[config.mk]
export PLATFORM = sky130hd
export DESIGN_NAME = sre_front
export DESIGN_NICKNAME = d
export VERILOG_FILES = /design/src/rtl/sre_pkg.sv /design/src/rtl/sre_front.sv
export SDC_FILE = /design/constraint.sdc
export NUM_CORES = 1
export LEC_CHECK = 0
export BUFFER_PORTS_ARGS = -buffer_cell sky130_fd_sc_hd__buf_4
export CAP_MARGIN = 20
export CELL_PAD_IN_SITES_DETAIL_PLACEMENT = 0
export CELL_PAD_IN_SITES_GLOBAL_PLACEMENT = 1
export CORE_MARGIN = 5
export CORE_UTILIZATION = 44
export CTS_BUF_LIST = sky130_fd_sc_hd__clkbuf_4 sky130_fd_sc_hd__clkbuf_8
export CTS_CLUSTER_DIAMETER = 50
export DETAILED_ROUTE_END_ITERATION = 7
export GPL_ROUTABILITY_DRIVEN = 0
export PLACE_DENSITY_LB_ADDON = 0.3
export SYNTH_ARGS = -nofsm -noshare
export SYNTH_HDL_FRONTEND = slang
export SYNTH_SLANG_ARGS = --single-unit
[constraint.sdc]
create_clock -name clk -period 9.21 [get_ports clk]
set_clock_uncertainty 0.1 [all_clocks]
set_input_delay 1.3815 -clock clk [delete_from_list [all_inputs] [get_ports clk]]
set_output_delay 1.3815 -clock clk [all_outputs]
set_load 0.005 [all_outputs]
[src/rtl/sre_pkg.sv]
// Shared types and constants of the spline refinement error block.
package sre_pkg;

	localparam logic [1:0] REQ_KNOT   = 2'd0;
	localparam logic [1:0] REQ_COEF   = 2'd1;
	localparam logic [1:0] REQ_ENTRY  = 2'd2;
	localparam logic [1:0] REQ_FINISH = 2'd3;

	localparam logic [2:0] CFG_ORDER = 3'd0;
	localparam logic [2:0] CFG_DIM   = 3'd1;
	localparam logic [2:0] CFG_COUNT = 3'd2;
	localparam logic [2:0] CFG_LEFT  = 3'd3;
	localparam logic [2:0] CFG_RIGHT = 3'd4;

	localparam int DIV_NW = 77;
	localparam int DIV_DW = 32;
	localparam int SQ_IW  = 64;
	localparam int SQ_OW  = 32;

	typedef struct packed {
		logic [3:0]  order;
		logic [1:0]  dimension;
		logic [10:0] coef_count;
		logic [3:0]  left_fixed;
		logic [3:0]  right_fixed;
	} cfg_t;

	typedef struct packed {
		logic [1:0]         req_type;
		logic [10:0]        index;
		logic signed [31:0] val_x;
		logic signed [31:0] val_y;
		logic signed [31:0] val_z;
		logic [16:0]        weight;
		logic [30:0]        row_span;
		logic               last_in_row;
		logic               ok;
		logic               scaled;
	} item_t;

endpackage

[src/rtl/sre_front.sv]
// Front end: take items, classify them and queue them for the back end.
module sre_front #(
	parameter int MAX_COEFS = 1024,
	parameter int MAX_ORDER = 8
) (
	input  logic                clk,
	input  logic                arst_n,
	input  logic                start,
	input  logic [1:0]          req_type,
	input  logic [10:0]         index,
	input  logic signed [31:0]  val_x,
	input  logic signed [31:0]  val_y,
	input  logic signed [31:0]  val_z,
	input  logic [16:0]         weight,
	input  logic [30:0]         row_span,
	input  logic                last_in_row,
	input  sre_pkg::cfg_t       cfg,
	input  logic                pop,
	output logic                busy,
	output logic                head_valid,
	output sre_pkg::item_t      head
);
	localparam int KD = MAX_COEFS + MAX_ORDER;

	sre_pkg::item_t q_q [2];
	logic           wr_q;
	logic           rd_q;
	logic [1:0]     cnt_q;
	logic           push;
	logic           ok;
	logic           scaled;
	logic           coef_ok;

	assign push    = start && !busy;
	assign coef_ok = (index < cfg.coef_count) && (32'(index) < MAX_COEFS);
	assign scaled  = (index >= 11'(cfg.left_fixed)) &&
		((12'(index) + 12'(cfg.right_fixed)) < 12'(cfg.coef_count));

	always_comb begin
		case (req_type)
			sre_pkg::REQ_KNOT:   ok = 32'(index) < KD;
			sre_pkg::REQ_COEF:   ok = coef_ok;
			sre_pkg::REQ_ENTRY:  ok = coef_ok;
			sre_pkg::REQ_FINISH: ok = 1'b1;
			default:             ok = 1'b0;
		endcase
	end

	always_ff @(posedge clk or negedge arst_n) begin
		if (!arst_n) begin
			wr_q  <= 1'b0;
			rd_q  <= 1'b0;
			cnt_q <= '0;
		end else begin
			if (push) wr_q <= ~wr_q;
			if (pop)  rd_q <= ~rd_q;
			case ({push, pop})
				2'b10:   cnt_q <= cnt_q + 1'b1;
				2'b01:   cnt_q <= cnt_q - 1'b1;
				default: cnt_q <= cnt_q;
			endcase
		end
	end

	always_ff @(posedge clk) begin
		if (push) begin
			q_q[wr_q] <= '{req_type: req_type, index: index, val_x: val_x, val_y: val_y,
				val_z: val_z, weight: weight, row_span: row_span,
				last_in_row: last_in_row, ok: ok, scaled: scaled};
		end
	end

	assign busy       = cnt_q == 2'd2;
	assign head_valid = cnt_q != 2'd0;
	assign head       = q_q[rd_q];
endmodule

# ---- Yosys cells after proc, flatten, opt, wreduce, memory -nomap -nowiden
# Memories as Yosys holds them, arrays and structs flattened.
# Index checks and enable logic that the tools add are counted.
dict set report word_totals {
  reg_bits 4
  ramBits 320
  output_inout_bits 162
  wordCells 32
  memories 1
}
# memory depth word_bits read_ports rd_clocked_by_memory_dff wr line
set memory_table {}
lappend memory_table {q_q 2 160 1 0 1 sre_front.sv:25} ;# sre_pkg::item_t q_q [2];
dict set report classes {
  n_addsub 3
  order_cmp 5
  n_eq_ne 6
  n_mux 4
  bitwise 2
  n_reduce_logical 8
}
# op n
set op_table {}
lappend op_table {{11-bit < comparator (second input constant)} 2}
lappend op_table {{11-bit by 4-bit adder with 12-bit output} 1}
lappend op_table {{12-bit by 11-bit < comparator with 1-bit output} 1}
lappend op_table {{11-bit by 4-bit >= comparator with 1-bit output} 1}
lappend op_table {{11-bit < comparator} 1}
lappend op_table {{2-bit equality test (second input constant)} 4}
lappend op_table {{2-bit by 1-bit equality test with 1-bit output (second input constant)} 2}
lappend op_table {{2-bit case mux with 2 select lines} 1}
lappend op_table {{2-bit nonzero test} 2}
lappend op_table {{1-bit logical AND} 3}
lappend op_table {{1-bit case mux with 3 select lines} 1}
lappend op_table {{2-bit by 1-bit adder with 2-bit output (second input constant)} 1}
lappend op_table {{2-bit logical NOT} 1}
lappend op_table {{1-bit two-way mux} 2}
lappend op_table {{1-bit inverter} 2}
lappend op_table {{2-bit OR reduction} 1}
lappend op_table {{2-bit by 1-bit subtractor with 2-bit output (second input constant)} 1}
lappend op_table {{1-bit logical NOT} 1}

# ---- Logic depth before layout (Yosys ltp)
dict set report depth {
  ltp_word 5
  depth_mapped 12
}

# ---- Worst setup path after synthesis
# OpenSTA, ideal clock, no wires.
dict set report synth_path {
  path_kind {input to register}
  startpoint {input start}
  endpoint {memory q_q[0][0] in the netlist's numbering, enable pin}
  arrival_ns 8.115
  required_ns 8.428
  setup_slack_ns 0.313
  path_stages 2
  path_buffers 0
  path_cell_list {nand2_1 -> nor2_1}
}
dict set report synth_between {
  elab_chain_len 3
}
# element line
set synth_lines {}
lappend synth_lines {{from (decl)} sre_front.sv:8} ;# input logic start,
lappend synth_lines {{1-bit logical AND} sre_front.sv:34} ;# assign push = start && !busy;
lappend synth_lines {{1-bit two-way mux} sre_front.sv:66} ;# if (push) begin
lappend synth_lines {{1-bit two-way mux (implied by the code)} sre_front.sv:67} ;# q_q[wr_q] <= '{req_type: req_type, index: index, val_x: val_x, val_y: val_y,
lappend synth_lines {{to (decl)} sre_front.sv:25}
# Every way passes these cells.

==> report_table.html <==
<table>
<tr><th>Metric</th><th>Value</th></tr>
<tr><th colspan="2">Yosys</th></tr>
<tr><td>Proportion of synthesized flip-flops having asynchronous set or reset</td><td>1.23%</td></tr>
<tr><td>Library cell occupying the most area in the post-synthesis netlist</td><td>sky130_fd_sc_hd__edfxtp_1</td></tr>
<tr><td>Synthesized netlist net count</td><td>850</td></tr>
<tr><td>Synth Area per Inst</td><td>between 15 and 20 um^2</td></tr>
<tr><td>Post-synthesis instance area</td><td>0.0126 mm^2</td></tr>
<tr><td>Most frequent cell after synthesis</td><td>sky130_fd_sc_hd__edfxtp_1</td></tr>
<tr><td>Yosys cell types</td><td>31</td></tr>
<tr><td>Post-synthesis cell count</td><td>~630</td></tr>
<tr><td>Sequential element share of the synthesized area</td><td>77.3%</td></tr>
<tr><td>Synth cell count leaders</td><td>sky130_fd_sc_hd__edfxtp_1 (320), sky130_fd_sc_hd__mux2_2 (160), sky130_fd_sc_hd__ha_1 (31)</td></tr>
<tr><td>Synth top area cells</td><td>sky130_fd_sc_hd__edfxtp_1 (77%), sky130_fd_sc_hd__mux2_2 (14%), sky130_fd_sc_hd__ha_1 (3.1%), sky130_fd_sc_hd__dfrtp_1 (0.80%), sky130_fd_sc_hd__inv_1 (0.54%)</td></tr>
<tr><td>Number of flops mapped to enable cells by yosys</td><td>320</td></tr>
<tr><td>Seq cells post-synth</td><td>around 320</td></tr>
<tr><td>Portion of synthesized cell area occupied by the leading cell type</td><td>about three quarters</td></tr>
<tr><td>Yosys warns</td><td>0</td></tr>
<tr><td>Most used flip-flop cell after synthesis</td><td>sky130_fd_sc_hd__edfxtp_1</td></tr>
<tr><th colspan="2">Die</th></tr>
<tr><td>Count of standard-cell rows</td><td>between 60 and 70</td></tr>
<tr><td>Horizontal die dimension</td><td>~180 um</td></tr>
<tr><td>Core Box Area</td><td>about 0.028 mm^2</td></tr>
<tr><td>Die Area</td><td>between 0.03 and 0.04 mm^2</td></tr>
<tr><td>Vert. Die Dim</td><td>roughly 180 um</td></tr>
<tr><td>Initial Util</td><td>around 45%</td></tr>
<tr><td>Num ports</td><td>~350</td></tr>
<tr><th colspan="2">GRT</th></tr>
<tr><td>Pin count of the biggest net entering global routing</td><td>77</td></tr>
<tr><td>Global-route usage over all layers</td><td>between 15 and 20%</td></tr>
<tr><td>Initial antenna violation count</td><td>2</td></tr>
<tr><td>Remaining global-route overflow</td><td>0</td></tr>
<tr><td>First-pass GRT wire length</td><td>~40 mm</td></tr>
<tr><td>Vias in the first global route</td><td>a little over 7,000</td></tr>
<tr><th colspan="2">Critical path</th></tr>
<tr><td>Required time at the worst-slack endpoint</td><td>between 7 and 8 ns</td></tr>
<tr><td>Startpoint of the worst setup timing path</td><td>rd_q</td></tr>
<tr><td>Data arrival time of the critical path</td><td>between 2 and 3 ns</td></tr>
<tr><td>WS Path Type</td><td>flip-flop to primary output</td></tr>
<tr><td>Startpoint kind of the worst setup timing path</td><td>flip-flop</td></tr>
<tr><td>Kind of end point of the critical path</td><td>primary output</td></tr>
<tr><td>Maximum fanout along the worst path</td><td>76</td></tr>
<tr><td>Worst reg2reg startpoint</td><td>cnt_q[0]</td></tr>
<tr><th colspan="2">Worst hold path</th></tr>
<tr><td>Class of the tightest hold or removal check</td><td>flip-flop to flip-flop</td></tr>
<tr><td>Worst hold start</td><td>cnt_q[1]</td></tr>
<tr><th colspan="2">Route</th></tr>
<tr><td>Via density per instance</td><td>4.87</td></tr>
<tr><td>Number of DRC markers in iteration 0</td><td>roughly 320</td></tr>
<tr><td>Count of nets left with antenna violations after detail routing</td><td>0</td></tr>
<tr><td>Number of search-and-repair iterations in the first detailed-routing pass</td><td>4</td></tr>
<tr><td>Total detailed-routing wirelength</td><td>27.7 mm</td></tr>
<tr><td>Post-route DRC</td><td>0</td></tr>
<tr><td>Routed length per placed instance</td><td>~19 um</td></tr>
<tr><td>Via count</td><td>6,995</td></tr>
<tr><th colspan="2">STA</th></tr>
<tr><td>Final critical-path required period</td><td>4.41 ns</td></tr>
<tr><td>Timing-limited maximum frequency</td><td>227 MHz</td></tr>
<tr><td>Number of slew-limit violations in the final report</td><td>0</td></tr>
<tr><td>Actual slew at the worst max-slew pin</td><td>roughly 1.0 ns</td></tr>
<tr><td>Setup TNS</td><td>0 ns</td></tr>
<tr><td>Minimum setup slack in the final design</td><td>roughly 4.8 ns</td></tr>
<tr><td>Final Hold Fails</td><td>0</td></tr>
<tr><td>Max-slew headroom at the worst pin</td><td>30.1%</td></tr>
<tr><td>Final cycle utilization of the critical path</td><td>roughly 48%</td></tr>
<tr><td>Final count of negative-setup-slack endpoints</td><td>0</td></tr>
<tr><td>RSZ-0062 raised after global routing</td><td>false</td></tr>
<tr><td>Worst hold-check slack</td><td>roughly 0.40 ns</td></tr>
<tr><th colspan="2">Placed design</th></tr>
<tr><td>Post-placement worst setup slack</td><td>around 5.0 ns</td></tr>
<tr><td>Detailed Place HPWL</td><td>19.0 mm</td></tr>
<tr><td>Instance count after placement with tap cells included</td><td>1,340</td></tr>
<tr><td>Count of port buffers added during placement</td><td>342</td></tr>
<tr><th colspan="2">Pwr</th></tr>
<tr><td>Power per standard cell area</td><td>between 200 and 300 mW/mm^2</td></tr>
<tr><td>Leakage</td><td>~6.4 nW</td></tr>
<tr><td>Peak supply drop</td><td>between 0.15 and 0.2 mV</td></tr>
<tr><th colspan="2">CTS</th></tr>
<tr><td>Post-cts gate resize count</td><td>0</td></tr>
<tr><td>Cts-stage hold buffer count</td><td>0</td></tr>
<tr><td>Clock Sink Count</td><td>324</td></tr>
<tr><td>Clk Tree Root Cell</td><td>sky130_fd_sc_hd__clkbuf_8</td></tr>
<tr><td>CTS H-tree depth</td><td>2</td></tr>
<tr><td>Clock slew at reported path FFs</td><td>about 0.060 ns</td></tr>
<tr><td>Post-CTS setup buffer count</td><td>0</td></tr>
<tr><td>Maximum buffer depth of the clock tree</td><td>3</td></tr>
<tr><td>Inserted Clock Buffers</td><td>between 50 and 60</td></tr>
<tr><td>Clock insertion delay at the later pin of the skew report</td><td>0.55 ns</td></tr>
<tr><td>CTS tree</td><td>yes</td></tr>
<tr><th colspan="2">Layout</th></tr>
<tr><td>Layout fillers</td><td>between 2,000 and 2,500</td></tr>
<tr><td>Area growth from synthesis to final layout</td><td>32.4%</td></tr>
<tr><td>Proportion of layout cells with a drive suffix above 1</td><td>56.5%</td></tr>
<tr><td>Net count of the finished layout</td><td>1,236</td></tr>
<tr><td>Number of cells in the finished layout apart from fillers</td><td>1,437</td></tr>
<tr><th colspan="2">Run</th></tr>
<tr><td>Maxcap violations</td><td>0</td></tr>
<tr><th colspan="2">Outcome</th></tr>
<tr><td>Status</td><td>finished clean</td></tr>
</table>
==> metrics by stage <==
stage	area [um^2]	utilization (%)	power, mW
after floorplan	12600	-	2.92
after detailed placement	15600	55.6	3.65
after CTS	16600	59.3	4.87
after global routing	16600	59.4	5.05
final	16600	59.4	4.78
after global placement	15600	55.6	3.63
==> worst max-delay path, stage by stage (launching register included) <==
cell,delay (ns)
sky130_fd_sc_hd__dfrtp_4,0.84
sky130_fd_sc_hd__buf_4,0.88
sky130_fd_sc_hd__mux2_2,0.43
sky130_fd_sc_hd__buf_4,0.14
==> state kept, by name, summed over array words and instances, names as in the netlist <==
signal,cells
cnt_q,2
wr_q,1
q_q,320
rd_q,1
==> layout by cell type (no fill, tap or decap), drive strengths merged, types with 7 or more instances in the layout <==
cell	instances
o21ai	8
clkbuf	79
ha	31
edfxtp	320
clkinv	14
mux2	160
buf	349
nor2	10
xnor2	7
inv	20
a21oi	9
==> cells by family after synthesis <==
group                    share of synthesized area (%)
AND/OR/NAND/NOR                                   1.50
buffers and inverters                             1.17
multiplexers                                      14.3
adder cells (fa/ha/maj)                           3.25
XOR/XNOR                                         0.907
AO/OA/AOI/OAI                                     1.49
flip-flops                                        77.3
==> report_power, final <==
group	switching, mW	total, mW	internal, mW	leakage [nW]
clock	0.525	1.20	0.674	0.557
sequential	0.104	2.12	2.02	3.02
combinational	0.662	1.45	0.792	2.84
total	1.29	4.78	3.49	6.41
==> per-layer routing <==
layer	global-route usage, %	part of all wire [%]	vias to the layer above
met1	18.0	35	3427
met5	0	0.072	-
met4	4.89	2.3	2
li1	-	-	3263
met2	29.1	51	257
met3	6.31	11	46
==> final cells by class <==
type / instances / area, um^2 / share of cell area (%)
Tap cell: 378 / 473 / 2.84
Inverter: 18 / 67.6 / 0.406
Antenna cell: 1 / 2.50 / 0.0151
Multi-Input combinational cell: 271 / 2710 / 16.3
Timing Repair Buffer: 349 / 2620 / 15.8
Clock buffer: 79 / 931 / 5.60
Sequential cell: 324 / 9710 / 58.4
Clock inverter: 17 / 106 / 0.640
==> worst paths after layout <==
path	depth (start not counted)	slack (ns)	to
setup reg to reg	5	6.53	q_q[0][141]
setup / recovery	3	4.80	head[47]
hold / removal	1	0.40	cnt_q[1]
hold reg to reg	1	0.40	cnt_q[1]
min in group asynchronous	1	0.52	rd_q
max in group asynchronous	1	8.38	rd_q
No activity file was read; power rests on OpenSTA's default activity.
